[src/rtl/smdx_pkg.sv]
// Shared types, constants and routing helpers for the stereo downmix unit.
`default_nettype none

package smdx_pkg;

   localparam int SampleW   = 16;
   localparam int CountW    = 5;
   localparam int MaskW     = 18;
   localparam int PosW      = 5;
   localparam int ProdW     = 32;
   localparam int AccW      = 36;
   localparam int FracW     = 15;
   localparam int RoundW    = AccW - FracW;
   localparam int CsrDataW  = MaskW;
   localparam int CsrIndexW = 1;

   localparam int MaxChannels = 18;
   localparam int QueueDepth  = 4;
   localparam int LfeBit      = 3;

   localparam logic [CountW-1:0] CountReset = CountW'(2);
   localparam logic [MaskW-1:0]  MaskReset  = MaskW'(3);

   localparam logic [MaskW-1:0] LeftSideBits  = 18'h09250;
   localparam logic [MaskW-1:0] RightSideBits = 18'h244A0;

   localparam logic signed [SampleW-1:0] GainAtt   = 16'sd23170;
   localparam logic [AccW-1:0]           RoundHalf = AccW'(16384);

   localparam logic signed [SampleW-1:0] SampleMin = 16'sh8000;
   localparam logic signed [SampleW-1:0] SampleMax = 16'sh7FFF;

   localparam logic [CsrIndexW-1:0] RegChannelCount = 1'b0;
   localparam logic [CsrIndexW-1:0] RegSpeakerMask  = 1'b1;

   typedef enum logic [1:0] {
      GAIN_NONE,
      GAIN_UNITY,
      GAIN_ATT
   } gain_sel_type;

   typedef struct packed {
      gain_sel_type gain_l;
      gain_sel_type gain_r;
   } route_type;

   typedef struct packed {
      logic signed [SampleW-1:0] sample;
      gain_sel_type              gain_l;
      gain_sel_type              gain_r;
      logic                      last;
   } queue_entry_type;

   // Fixed routing of one speaker position bit to the two output sides.
   function automatic route_type speaker_route(input int bit_idx);
      route_type rt;
      rt.gain_l = GAIN_NONE;
      rt.gain_r = GAIN_NONE;
      if (bit_idx == 0) begin
         rt.gain_l = GAIN_UNITY;
      end else if (bit_idx == 1) begin
         rt.gain_r = GAIN_UNITY;
      end else if (LeftSideBits[bit_idx]) begin
         rt.gain_l = GAIN_ATT;
      end else if (RightSideBits[bit_idx]) begin
         rt.gain_r = GAIN_ATT;
      end else if (bit_idx != LfeBit) begin
         rt.gain_l = GAIN_ATT;
         rt.gain_r = GAIN_ATT;
      end
      return rt;
   endfunction

   // Number of set mask bits strictly below position upto.
   function automatic logic [PosW-1:0] popcount_below(input logic [MaskW-1:0] mask,
                                                      input int upto);
      logic [PosW-1:0] cnt;
      cnt = '0;
      for (int j = 0; j < MaskW; j++) begin
         if (j < upto) begin
            cnt = cnt + PosW'(mask[j]);
         end
      end
      return cnt;
   endfunction

endpackage

`default_nettype wire

[src/rtl/smdx_front.sv]
// Front end: configuration registers, channel tracking and routing of each request.
`default_nettype none

module smdx_front (
   input  wire                              clock,
   input  wire                              reset,
   input  wire                              csr_we,
   input  wire [smdx_pkg::CsrIndexW-1:0]    csr_index,
   input  wire [smdx_pkg::CsrDataW-1:0]     csr_wdata,
   input  wire                              req_valid,
   output logic                             req_ready,
   input  wire signed [smdx_pkg::SampleW-1:0] req_sample,
   output logic                             push_valid,
   input  wire                              push_ready,
   output smdx_pkg::queue_entry_type        push_data
);
   import smdx_pkg::*;

   logic [CountW-1:0] channel_count_ff;
   logic [CountW-1:0] channel_count_in;
   logic [MaskW-1:0]  speaker_mask_ff;
   logic [MaskW-1:0]  speaker_mask_in;
   logic [PosW-1:0]   prefix_ff [MaskW];
   logic [PosW-1:0]   prefix_in [MaskW];
   logic [PosW-1:0]   pos_ff;
   logic [PosW-1:0]   pos_in;
   logic [CountW-1:0] eff_count;
   logic [PosW:0]     pos_plus_one;
   logic              last;
   logic              accept;
   route_type         rt;

   always_comb begin
      channel_count_in = channel_count_ff;
      speaker_mask_in  = speaker_mask_ff;
      if (csr_we) begin
         case (csr_index)
            RegChannelCount: channel_count_in = csr_wdata[CountW-1:0];
            RegSpeakerMask:  speaker_mask_in  = csr_wdata[MaskW-1:0];
            default: ;
         endcase
      end
   end

   // The rank of every mask bit is kept precomputed, so a request only needs
   // one compare per bit to find its speaker position.
   always_comb begin
      for (int b = 0; b < MaskW; b++) begin
         prefix_in[b] = popcount_below(speaker_mask_in, b);
      end
   end

   always_comb begin
      if (channel_count_ff == '0) begin
         eff_count = CountW'(1);
      end else if (channel_count_ff > CountW'(MaxChannels)) begin
         eff_count = CountW'(MaxChannels);
      end else begin
         eff_count = channel_count_ff;
      end
      pos_plus_one = {1'b0, pos_ff} + (PosW+1)'(1);
      last         = pos_plus_one >= {1'b0, eff_count};
   end

   always_comb begin
      rt.gain_l = GAIN_NONE;
      rt.gain_r = GAIN_NONE;
      if (speaker_mask_ff == '0) begin
         if (pos_ff[0]) begin
            rt.gain_r = GAIN_ATT;
         end else begin
            rt.gain_l = GAIN_ATT;
         end
      end else begin
         for (int b = 0; b < MaskW; b++) begin
            if (speaker_mask_ff[b] && (prefix_ff[b] == pos_ff)) begin
               rt = speaker_route(b);
            end
         end
      end
   end

   assign req_ready        = push_ready;
   assign push_valid       = req_valid;
   assign accept           = req_valid && push_ready;
   assign push_data.sample = req_sample;
   assign push_data.gain_l = rt.gain_l;
   assign push_data.gain_r = rt.gain_r;
   assign push_data.last   = last;

   always_comb begin
      pos_in = pos_ff;
      if (accept) begin
         pos_in = last ? '0 : pos_plus_one[PosW-1:0];
      end
   end

   always_ff @(posedge clock) begin
      if (reset) begin
         channel_count_ff <= CountReset;
         speaker_mask_ff  <= MaskReset;
         pos_ff           <= '0;
         for (int b = 0; b < MaskW; b++) begin
            prefix_ff[b] <= popcount_below(MaskReset, b);
         end
      end else begin
         channel_count_ff <= channel_count_in;
         speaker_mask_ff  <= speaker_mask_in;
         pos_ff           <= pos_in;
         for (int b = 0; b < MaskW; b++) begin
            prefix_ff[b] <= prefix_in[b];
         end
      end
   end

`ifndef SYNTHESIS
   a_frame_restart: assert property (@(posedge clock) disable iff (reset)
      accept && last |=> pos_ff == '0)
      else $error("channel position not cleared after the last request of a frame");
`endif

endmodule

`default_nettype wire

[src/rtl/smdx_queue.sv]
// Short request queue between the front end and the arithmetic back end.
`default_nettype none

module smdx_queue #(
   parameter int DEPTH = smdx_pkg::QueueDepth
) (
   input  wire                        clock,
   input  wire                        reset,
   input  wire                        push_valid,
   output logic                       push_ready,
   input  smdx_pkg::queue_entry_type  push_data,
   output logic                       pop_valid,
   input  wire                        pop_ready,
   output smdx_pkg::queue_entry_type  pop_data
);
   import smdx_pkg::*;

   localparam int AddrW = (DEPTH > 1) ? $clog2(DEPTH) : 1;
   localparam int CntW  = $clog2(DEPTH + 1);

   queue_entry_type entries_ff [DEPTH];
   logic [AddrW-1:0] wr_ptr_ff;
   logic [AddrW-1:0] wr_ptr_in;
   logic [AddrW-1:0] rd_ptr_ff;
   logic [AddrW-1:0] rd_ptr_in;
   logic [CntW-1:0]  count_ff;
   logic [CntW-1:0]  count_in;
   logic             push;
   logic             pop;

   assign push_ready = count_ff != CntW'(DEPTH);
   assign pop_valid  = count_ff != '0;
   assign pop_data   = entries_ff[rd_ptr_ff];
   assign push       = push_valid && push_ready;
   assign pop        = pop_valid && pop_ready;

   always_comb begin
      wr_ptr_in = wr_ptr_ff;
      rd_ptr_in = rd_ptr_ff;
      count_in  = count_ff;
      if (push) begin
         wr_ptr_in = (wr_ptr_ff == AddrW'(DEPTH - 1)) ? '0 : wr_ptr_ff + AddrW'(1);
      end
      if (pop) begin
         rd_ptr_in = (rd_ptr_ff == AddrW'(DEPTH - 1)) ? '0 : rd_ptr_ff + AddrW'(1);
      end
      if (push && !pop) begin
         count_in = count_ff + CntW'(1);
      end else if (pop && !push) begin
         count_in = count_ff - CntW'(1);
      end
   end

   always_ff @(posedge clock) begin
      if (reset) begin
         wr_ptr_ff <= '0;
         rd_ptr_ff <= '0;
         count_ff  <= '0;
      end else begin
         wr_ptr_ff <= wr_ptr_in;
         rd_ptr_ff <= rd_ptr_in;
         count_ff  <= count_in;
      end
   end

   always_ff @(posedge clock) begin
      if (push) begin
         entries_ff[wr_ptr_ff] <= push_data;
      end
   end

`ifndef SYNTHESIS
   a_count_grows: assert property (@(posedge clock) disable iff (reset)
      push && !pop |=> count_ff == $past(count_ff) + CntW'(1))
      else $error("queue fill count did not follow a lone push");
`endif

endmodule

`default_nettype wire

[src/rtl/smdx_back.sv]
// Back end: gain multiply, frame accumulation, rounding and saturation to the output register.
`default_nettype none

module smdx_back (
   input  wire                                 clock,
   input  wire                                 reset,
   input  wire                                 pop_valid,
   output logic                                pop_ready,
   input  smdx_pkg::queue_entry_type           pop_data,
   output logic                                rsp_valid,
   input  wire                                 rsp_ready,
   output logic signed [smdx_pkg::SampleW-1:0] rsp_left_sample,
   output logic signed [smdx_pkg::SampleW-1:0] rsp_right_sample
);
   import smdx_pkg::*;

   logic                      adv;
   logic signed [ProdW-1:0]   att_prod;
   logic signed [ProdW-1:0]   unity_prod;
   logic signed [ProdW-1:0]   prod_l_in;
   logic signed [ProdW-1:0]   prod_r_in;

   logic                      s1_valid_ff;
   logic                      s1_last_ff;
   logic signed [ProdW-1:0]   prod_l_ff;
   logic signed [ProdW-1:0]   prod_r_ff;

   logic signed [AccW-1:0]    sum_l;
   logic signed [AccW-1:0]    sum_r;
   logic signed [AccW-1:0]    acc_l_ff;
   logic signed [AccW-1:0]    acc_r_ff;
   logic                      fin_valid_ff;
   logic signed [AccW-1:0]    fin_l_ff;
   logic signed [AccW-1:0]    fin_r_ff;

   logic                      mag_valid_ff;
   logic                      neg_l_ff;
   logic                      neg_r_ff;
   logic [AccW-1:0]           mag_l_ff;
   logic [AccW-1:0]           mag_r_ff;

   logic [AccW-1:0]           rnd_l;
   logic [AccW-1:0]           rnd_r;
   logic                      rsp_valid_ff;
   logic signed [SampleW-1:0] rsp_left_ff;
   logic signed [SampleW-1:0] rsp_right_ff;

   function automatic logic signed [SampleW-1:0] saturate(input logic neg,
                                                          input logic [RoundW-1:0] mag);
      logic signed [SampleW-1:0] res;
      if (neg) begin
         if (mag > RoundW'(32768)) begin
            res = SampleMin;
         end else begin
            res = -signed'(mag[SampleW-1:0]);
         end
      end else begin
         if (mag > RoundW'(32767)) begin
            res = SampleMax;
         end else begin
            res = signed'(mag[SampleW-1:0]);
         end
      end
      return res;
   endfunction

   // The whole back pipeline moves together and holds when the result waits.
   assign adv       = !rsp_valid_ff || rsp_ready;
   assign pop_ready = adv;

   assign att_prod   = ProdW'(pop_data.sample) * ProdW'(GainAtt);
   assign unity_prod = ProdW'(pop_data.sample) <<< FracW;

   always_comb begin
      case (pop_data.gain_l)
         GAIN_UNITY: prod_l_in = unity_prod;
         GAIN_ATT:   prod_l_in = att_prod;
         default:    prod_l_in = '0;
      endcase
      case (pop_data.gain_r)
         GAIN_UNITY: prod_r_in = unity_prod;
         GAIN_ATT:   prod_r_in = att_prod;
         default:    prod_r_in = '0;
      endcase
   end

   assign sum_l = acc_l_ff + AccW'(prod_l_ff);
   assign sum_r = acc_r_ff + AccW'(prod_r_ff);
   assign rnd_l = mag_l_ff + RoundHalf;
   assign rnd_r = mag_r_ff + RoundHalf;

   always_ff @(posedge clock) begin
      if (reset) begin
         s1_valid_ff  <= 1'b0;
         fin_valid_ff <= 1'b0;
         mag_valid_ff <= 1'b0;
         rsp_valid_ff <= 1'b0;
         acc_l_ff     <= '0;
         acc_r_ff     <= '0;
      end else if (adv) begin
         s1_valid_ff  <= pop_valid;
         fin_valid_ff <= s1_valid_ff && s1_last_ff;
         mag_valid_ff <= fin_valid_ff;
         rsp_valid_ff <= mag_valid_ff;
         if (s1_valid_ff) begin
            if (s1_last_ff) begin
               acc_l_ff <= '0;
               acc_r_ff <= '0;
            end else begin
               acc_l_ff <= sum_l;
               acc_r_ff <= sum_r;
            end
         end
      end
   end

   always_ff @(posedge clock) begin
      if (adv) begin
         s1_last_ff   <= pop_data.last;
         prod_l_ff    <= prod_l_in;
         prod_r_ff    <= prod_r_in;
         fin_l_ff     <= sum_l;
         fin_r_ff     <= sum_r;
         neg_l_ff     <= fin_l_ff[AccW-1];
         neg_r_ff     <= fin_r_ff[AccW-1];
         mag_l_ff     <= fin_l_ff[AccW-1] ? AccW'(-fin_l_ff) : AccW'(fin_l_ff);
         mag_r_ff     <= fin_r_ff[AccW-1] ? AccW'(-fin_r_ff) : AccW'(fin_r_ff);
         rsp_left_ff  <= saturate(neg_l_ff, rnd_l[AccW-1:FracW]);
         rsp_right_ff <= saturate(neg_r_ff, rnd_r[AccW-1:FracW]);
      end
   end

   assign rsp_valid        = rsp_valid_ff;
   assign rsp_left_sample  = rsp_left_ff;
   assign rsp_right_sample = rsp_right_ff;

`ifndef SYNTHESIS
   a_acc_cleared: assert property (@(posedge clock) disable iff (reset)
      adv && s1_valid_ff && s1_last_ff |=> acc_l_ff == '0 && acc_r_ff == '0)
      else $error("accumulators not cleared at the end of a frame");

   a_stall_holds_acc: assert property (@(posedge clock) disable iff (reset)
      !adv |=> $stable(acc_l_ff) && $stable(acc_r_ff))
      else $error("accumulators changed while the back end was stalled");

   a_result_source: assert property (@(posedge clock) disable iff (reset)
      $rose(rsp_valid_ff) |-> $past(mag_valid_ff))
      else $error("result raised without a finished frame behind it");
`endif

endmodule

`default_nettype wire

[src/rtl/multichannel_stereo_downmix_unit.sv]
// Top level of the surround-to-stereo downmix unit.
//
//  Channel  Direction  Handshake              Payload
//  req      in         req_valid/req_ready    req_sample (signed 16)
//  rsp      out        rsp_valid/rsp_ready    rsp_left_sample, rsp_right_sample (signed 16)
//  csr      in         csr_we (no wait)       csr_index, csr_wdata (18)
//
// One request is taken per cycle while the result side keeps up.
// A frame's last request goes from the queue output into the product register,
// then through the accumulate, magnitude and round/saturate stages to the result.
// A stalled result freezes the back pipeline; the queue then fills and
// req_ready drops once it holds QUEUE_DEPTH requests.
// Reset is synchronous and restores two channels with a front left/right mask.
`default_nettype none

module multichannel_stereo_downmix_unit #(
   parameter int QUEUE_DEPTH = smdx_pkg::QueueDepth
) (
   input  wire                                 clock,
   input  wire                                 reset,
   input  wire                                 csr_we,
   input  wire [smdx_pkg::CsrIndexW-1:0]       csr_index,
   input  wire [smdx_pkg::CsrDataW-1:0]        csr_wdata,
   input  wire                                 req_valid,
   output logic                                req_ready,
   input  wire signed [smdx_pkg::SampleW-1:0]  req_sample,
   output logic                                rsp_valid,
   input  wire                                 rsp_ready,
   output logic signed [smdx_pkg::SampleW-1:0] rsp_left_sample,
   output logic signed [smdx_pkg::SampleW-1:0] rsp_right_sample
);
   import smdx_pkg::*;

   logic            push_valid;
   logic            push_ready;
   queue_entry_type push_data;
   logic            pop_valid;
   logic            pop_ready;
   queue_entry_type pop_data;

   smdx_front u_front (
      .clock      (clock),
      .reset      (reset),
      .csr_we     (csr_we),
      .csr_index  (csr_index),
      .csr_wdata  (csr_wdata),
      .req_valid  (req_valid),
      .req_ready  (req_ready),
      .req_sample (req_sample),
      .push_valid (push_valid),
      .push_ready (push_ready),
      .push_data  (push_data)
   );

   smdx_queue #(
      .DEPTH (QUEUE_DEPTH)
   ) u_queue (
      .clock      (clock),
      .reset      (reset),
      .push_valid (push_valid),
      .push_ready (push_ready),
      .push_data  (push_data),
      .pop_valid  (pop_valid),
      .pop_ready  (pop_ready),
      .pop_data   (pop_data)
   );

   smdx_back u_back (
      .clock            (clock),
      .reset            (reset),
      .pop_valid        (pop_valid),
      .pop_ready        (pop_ready),
      .pop_data         (pop_data),
      .rsp_valid        (rsp_valid),
      .rsp_ready        (rsp_ready),
      .rsp_left_sample  (rsp_left_sample),
      .rsp_right_sample (rsp_right_sample)
   );

endmodule

`default_nettype wire

[config.mk]
export PLATFORM = sky130hd
export DESIGN_NAME = multichannel_stereo_downmix_unit
export DESIGN_NICKNAME = d
export VERILOG_FILES = /design/src/rtl/smdx_pkg.sv /design/src/rtl/smdx_front.sv /design/src/rtl/smdx_queue.sv /design/src/rtl/smdx_back.sv /design/src/rtl/multichannel_stereo_downmix_unit.sv
export SDC_FILE = /design/constraint.sdc
export NUM_CORES = 1
export LEC_CHECK = 0
export BUFFER_PORTS_ARGS = -buffer_cell sky130_fd_sc_hd__buf_2
export CAP_MARGIN = 20
export CORE_UTILIZATION = 57
export CTS_CLUSTER_DIAMETER = 50
export DETAILED_ROUTE_END_ITERATION = 10
export PLACE_DENSITY = 0.8
export SLEW_MARGIN = 0
export SYNTH_ARGS = -nofsm -noshare
export SYNTH_HDL_FRONTEND = slang
export SYNTH_SLANG_ARGS = --single-unit
[constraint.sdc]
create_clock -name clock -period 16.14 [get_ports clock]
set_input_delay 0.807 -clock clock [delete_from_list [all_inputs] [get_ports clock]]
set_output_delay 0.807 -clock clock [all_outputs]
set_load 0.01 [all_outputs]
## Word-level counts from Yosys, hierarchy flattened

Memory sizes are Yosys's and may differ from the RTL's. A register that Yosys moved wholly into a read port is not among the register bits.
Index checks and enable logic that the tools add are counted.

- Magnitude comparators: 6
- Multiplexer cells: 84
- $add $sub $neg: 30
- Multiply operators: 1
- Bitwise operators: 19
- Reduce and logical (&&, ||, !) cells: 34
- Equal/unequal tests: 25

Operator list:

| cell | number |
|---|---|
| $mux 5 | 38 |
| $pmux 32 s2 | 2 |
| $mux 16 | 6 |
| $eq 5x5->1 | 18 |
| $add 5x1->5 | 15 |
| $add 36x15->36 const B | 2 |
| $add 36x32->36 | 2 |
| $mux 36 | 2 |
| $neg 36->36 | 2 |
| $mux 35 | 2 |
| $mux 4 | 17 |
| $gt 21x15->1 const B | 2 |
| $gt 21x16->1 const B | 2 |
| $mux 17 | 2 |
| $neg 16->16 | 2 |
| $mul 16x15->31 const B | 1 |
| $logic_and 1x1->1 | 23 |
| $logic_not 18->1 | 1 |
| $or 1x1->1 | 18 |
| $mux 2 | 6 |
| $mux 3 | 4 |
| $eq 2x2->1 const B | 4 |
| $add 5x1->6 const B | 1 |
| $ge 6x5->1 | 1 |
| other kinds (16) | 26 |

- Register bits after elaboration: 354
- Bits in writable memories: 174
- Input port bits: 40
- Output and inout port bits: 34
- Logic and storage cells: 227
- Memories kept: 2

Memories:

| name | words | width | read ports | clocked after Yosys merged registers in | wr ports | RTL line | source |
|---|---|---|---|---|---|---|---|
| u_front.prefix_ff | 18 | 5 | 18 | 0 | 18 | smdx_front.sv:23 | `logic [PosW-1:0] prefix_ff [MaskW];` |
| u_queue.entries_ff | 4 | 21 | 1 | 1 | 1 | smdx_queue.sv:21 | `queue_entry_type entries_ff [DEPTH];` |

## Logic depth before layout (Yosys ltp)

An unclocked memory read counts as a cell.

- Word-level depth: 22
- Mapped depth: 25
- Mapped depth without buffers: 24

## Modules after synthesis

From an unflattened synthesis, not the netlist that was laid out.

- Cells, all modules: 2660
- Area total of the unflattened synthesis: 28863.9 µm²

By module, submodules not included:

| module | cells an instance | area an instance (µm²) | sequential area each (µm²) | instances |
|---|---|---|---|---|
| smdx_back | 1838 | 19218.4 | 7817.5 | 1 |
| smdx_front | 665 | 6148.4 | 2042.0 | 1 |
| smdx_queue | 157 | 3497.1 | 2702.6 | 1 |

## Worst setup path after synthesis

OpenSTA, ideal clock, no wires.

- Path kind: input to register
- Start point: in rsp_ready
- End point: reg u_queue.count_ff[2]
- Data arrival time: 7.980 ns
- Stages on the path: 9
- Path buffers: 0
- Data required time: 16.070 ns
- Slack: 8.090 ns
- Cells stage by stage: nor2b_1 > clkinv_1 > o31ai_1 > ha_1 > inv_1 > fa_1 > xor2_1 > or3_1 > a21oi_1

- Longest elaborated chain between the ends: 5

Ends and longest elaborated chain:

| element | RTL line | source |
|---|---|---|
| from (decl) | multichannel_stereo_downmix_unit.sv:28 | `input wire rsp_ready,` |
| $logic_or 1x1->1 (*) | smdx_back.sv:68 | `assign adv = !rsp_valid_ff \|\| rsp_ready;` |
| $logic_and 1x1->1 (*) | smdx_queue.sv:35 | `assign pop = pop_valid && pop_ready;` |
| $logic_not 1->1 | smdx_queue.sv:47 | `if (push && !pop) begin` |
| $logic_and 1x1->1 | smdx_queue.sv:47 |  |
| $mux 3 / $reduce_bool 2->1 (equally long branches) | -- |  |
| to (signal assigned) | smdx_queue.sv:62 | `count_ff <= count_in;` |
| to (decl) | smdx_queue.sv:26 | `logic [CntW-1:0] count_ff;` |

Every way passes the cells marked *; elsewhere a longest branch is shown, timed or not.
A chain may end at the register's enable or synchronous reset.

==> metrics.md <==
| Metric | Value |
|---|---|
| Worst path arrival time | 8.29 ns |
| Die height | 223 um |
| Via density | just under 6 |
| Setup_tns | 0 ns |
| Hold buffer count at CTS | 0 |
| Number of CTS-inserted buffers | 51 |
| Hold WC Path Type | primary input to flop |
| Syn Inst Count | 2550 |
| Required @ worst endpoint | 16.58 ns |
| Placed Area | 28800 sq um |
| Fraction of layout cells with a size suffix above 1 | 9.98% |
| Number of max-cap violations | 0 |
| Fin crit period | 7.85 ns |
| Status | finished, final reports clean |
| Drt first pass iters | 7 |
| Number of buffers inserted by port buffering | 73 |
| Final Cycle Share | 48.7% |
| Post-detail-place hpwl | 40700 um |
| Num rows | 80 |
| Vias in the first global route | 19300 |
| Unrepaired setup endpoints after global routing | no |
| Final hold vios | 0 |
| DIE AREA | 49800 sq um |
| Worst-Margin Slew | about 1.1 ns |
| Drt wl/cell | 17.5 um |
| Largest net degree at the start of global routing | 134 |
| Nets | ~3000 |
| Post-synthesis cell type count | 66 |
| Clock Tree Root | clkbuf_16 |
| Post-Syn Area | between 20000 and 30000 sq um |
| CP Capture Type | flop |
| Syn avg cell area | 10.9 sq um |
| Initial DRC Count | 1063 |
| First-pass GRT wire length | 93400 um |
| Antenna cells | 0 |
| Worst Skew | 0.0422 ns |
| Fraction of registers with async set/reset | 0% |
| Clk_lat worst skew | 0.61 ns |
| DRC Markers | 0 |
| Tot GR Track Use | 23.1% |
| Fin area | 30600 sq um |
| Net Count, Synth | slightly below 3000 |
| Clock-pin slew on the worst setup and hold paths | 0.06 ns |
| Antenna violations before repair | 0 |
| H-tree Lvls | 2 |
| Non-filler cells, final | 3270 |
| Grt total ovfl | 0 |
| Chip width | 223 um |
| Relative slew slack | between 20% and 30% |
| CTS tree | done |
| Clk buf depth | 3 |
| # resized after CTS | 0 |
| CORE AREA | 47900 sq um |
| Vias | 19000 |
| Post-DRT Antenna Nets | 0 |
| Placer congestion estimate | between 0.9 and 1 |
| Placed Cells | about 3200 |
| Synth warnings | 0 |
| Total wire length | 57400 um |
| Layout area overhead | 9.85% |
| Post-CTS Setup Repair Bufs | 0 |
| Post-synth EDFFs | 295 |
| Ports | 74 |
| Final Max Tran Viols | 0 |
| Clock sinks | a little under 500 |
| Crit start category | primary input |
| F_max | 127 MHz |
| Core Util, Final | 63.9% |
| WS Path Type | primary input to flop |
| Final Setup Violations | 0 |
| Effective utilization at floorplan | 58.1% |
| Worst Path Max Fanout | 19 |
| Sequential area share after synthesis | 45.1% |
| Ys flop type | edfxtp_1 |
| Number of synthesized register bits | 481 |
## routing by layer
| layer | part of all wire [%] | GRT usage, % | vias up |
|---|---|---|---|
| met5 | 0 | 0 | - |
| met4 | 2.6 | 7.39 | 0 |
| met3 | 4.3 | 3.03 | 106 |
| met2 | 51 | 42.2 | 478 |
| met1 | 42 | 28.0 | 9200 |
| li1 | - | - | 9214 |
## cell families (layout without fill, tap and decap cells)
family,Yosys count,in the layout,synth area share [%]
AND/OR/NAND/NOR,700,700,12.8
multiplexers,49,49,2.78
AO/OA/AOI/OAI,473,473,11.2
XOR/XNOR,277,277,9.01
adder cells (fa/ha/maj),309,309,15.6
flip-flops,481,481,45.1
buffers and inverters,261,366,3.51
## cell type report
type	instances	area, sq um
inverter	181	687
clock inverter	31	279
clock buffer	65	1460
timing repair buffer	89	508
tap	615	769
fill	3544	17300
multi-input combinational	1808	14300
sequential	481	12600
## synthesized netlist by cell type (70+ instances only)
cell type / number / area, sq um
edfxtp_1: 295 / 8860
o21ai_0: 86 / 430
a21o_1: 70 / 526
xor2_1: 127 / 1110
ha_1: 243 / 3040
inv_1: 180 / 676
xnor2_1: 143 / 1250
nor2_1: 190 / 713
nand2_1: 130 / 488
dfxtp_1: 186 / 3720
a21oi_1: 114 / 571
## cells in the final DEF, fill, tap and decap left out, types with 86 or more instances in the layout
cell type and instances:
a21oi_1 113, nand2_1 129, edfxtp_1 295, ha_1 243
dfxtp_1 186, xor2_1 127, o21ai_0 86, nor2_1 189
xnor2_1 143, inv_1 180
## state kept, by name (all words and copies together), names as in the netlist, 5 cells and up, named ones only
signal	count
u_back.acc_l_ff	35
u_back.acc_r_ff	35
u_back.fin_l_ff	35
u_back.fin_r_ff	35
u_back.mag_l_ff	22
u_back.mag_r_ff	22
u_back.prod_l_ff	31
u_back.prod_r_ff	31
u_back.rsp_left_sample	16
u_back.rsp_right_sample	16
u_front.channel_count_ff	5
u_front.pos_ff	5
u_front.prefix_ff	75
u_front.speaker_mask_ff	18
u_queue.entries_ff	84
## path summary, 6_finish.rpt
kind,end,cells after the start,slack (ns),startpoint
setup / recovery,u_front.prefix_ff[8][9],24,8.29,csr_we
hold / removal,u_queue.entries_ff[1][10],1,0.45,req_sample[5]
setup reg to reg,u_back.prod_r_ff[30],22,8.95,flop
hold reg to reg,u_back.fin_valid_ff,2,0.45,u_back.fin_valid_ff
## metrics by stage
stage               hold slack, ns  worst slack (ns)
finish                       0.449              8.29
floorplan                    0.432              8.09
detailed placement           0.444              7.81
global route                 0.437              7.89
CTS                          0.424              8.38
global placement             0.440              7.99
## critical path, cell delays in order
cell     delay, ns
buf_2         0.11
nand2_1       0.61
mux2_2        0.46
fa_1          0.58
ha_1          0.21
fa_1          0.47
ha_1          0.35
ha_1          0.36
ha_1          0.35
ha_1          0.36
ha_1          0.34
ha_1          0.35
ha_1          0.35
ha_1          0.35
ha_1          0.24
xnor3_1       0.45
a21oi_1       0.25
xnor2_1       0.10
a31oi_1       0.23
xor2_1        0.27
xor2_1        0.29
nand3_1       0.13
xnor2_1       0.18
nor2_1        0.06
Power is not shown: default switching activity piles up to over one toggle a cycle in this logic, so the estimate is an artifact.
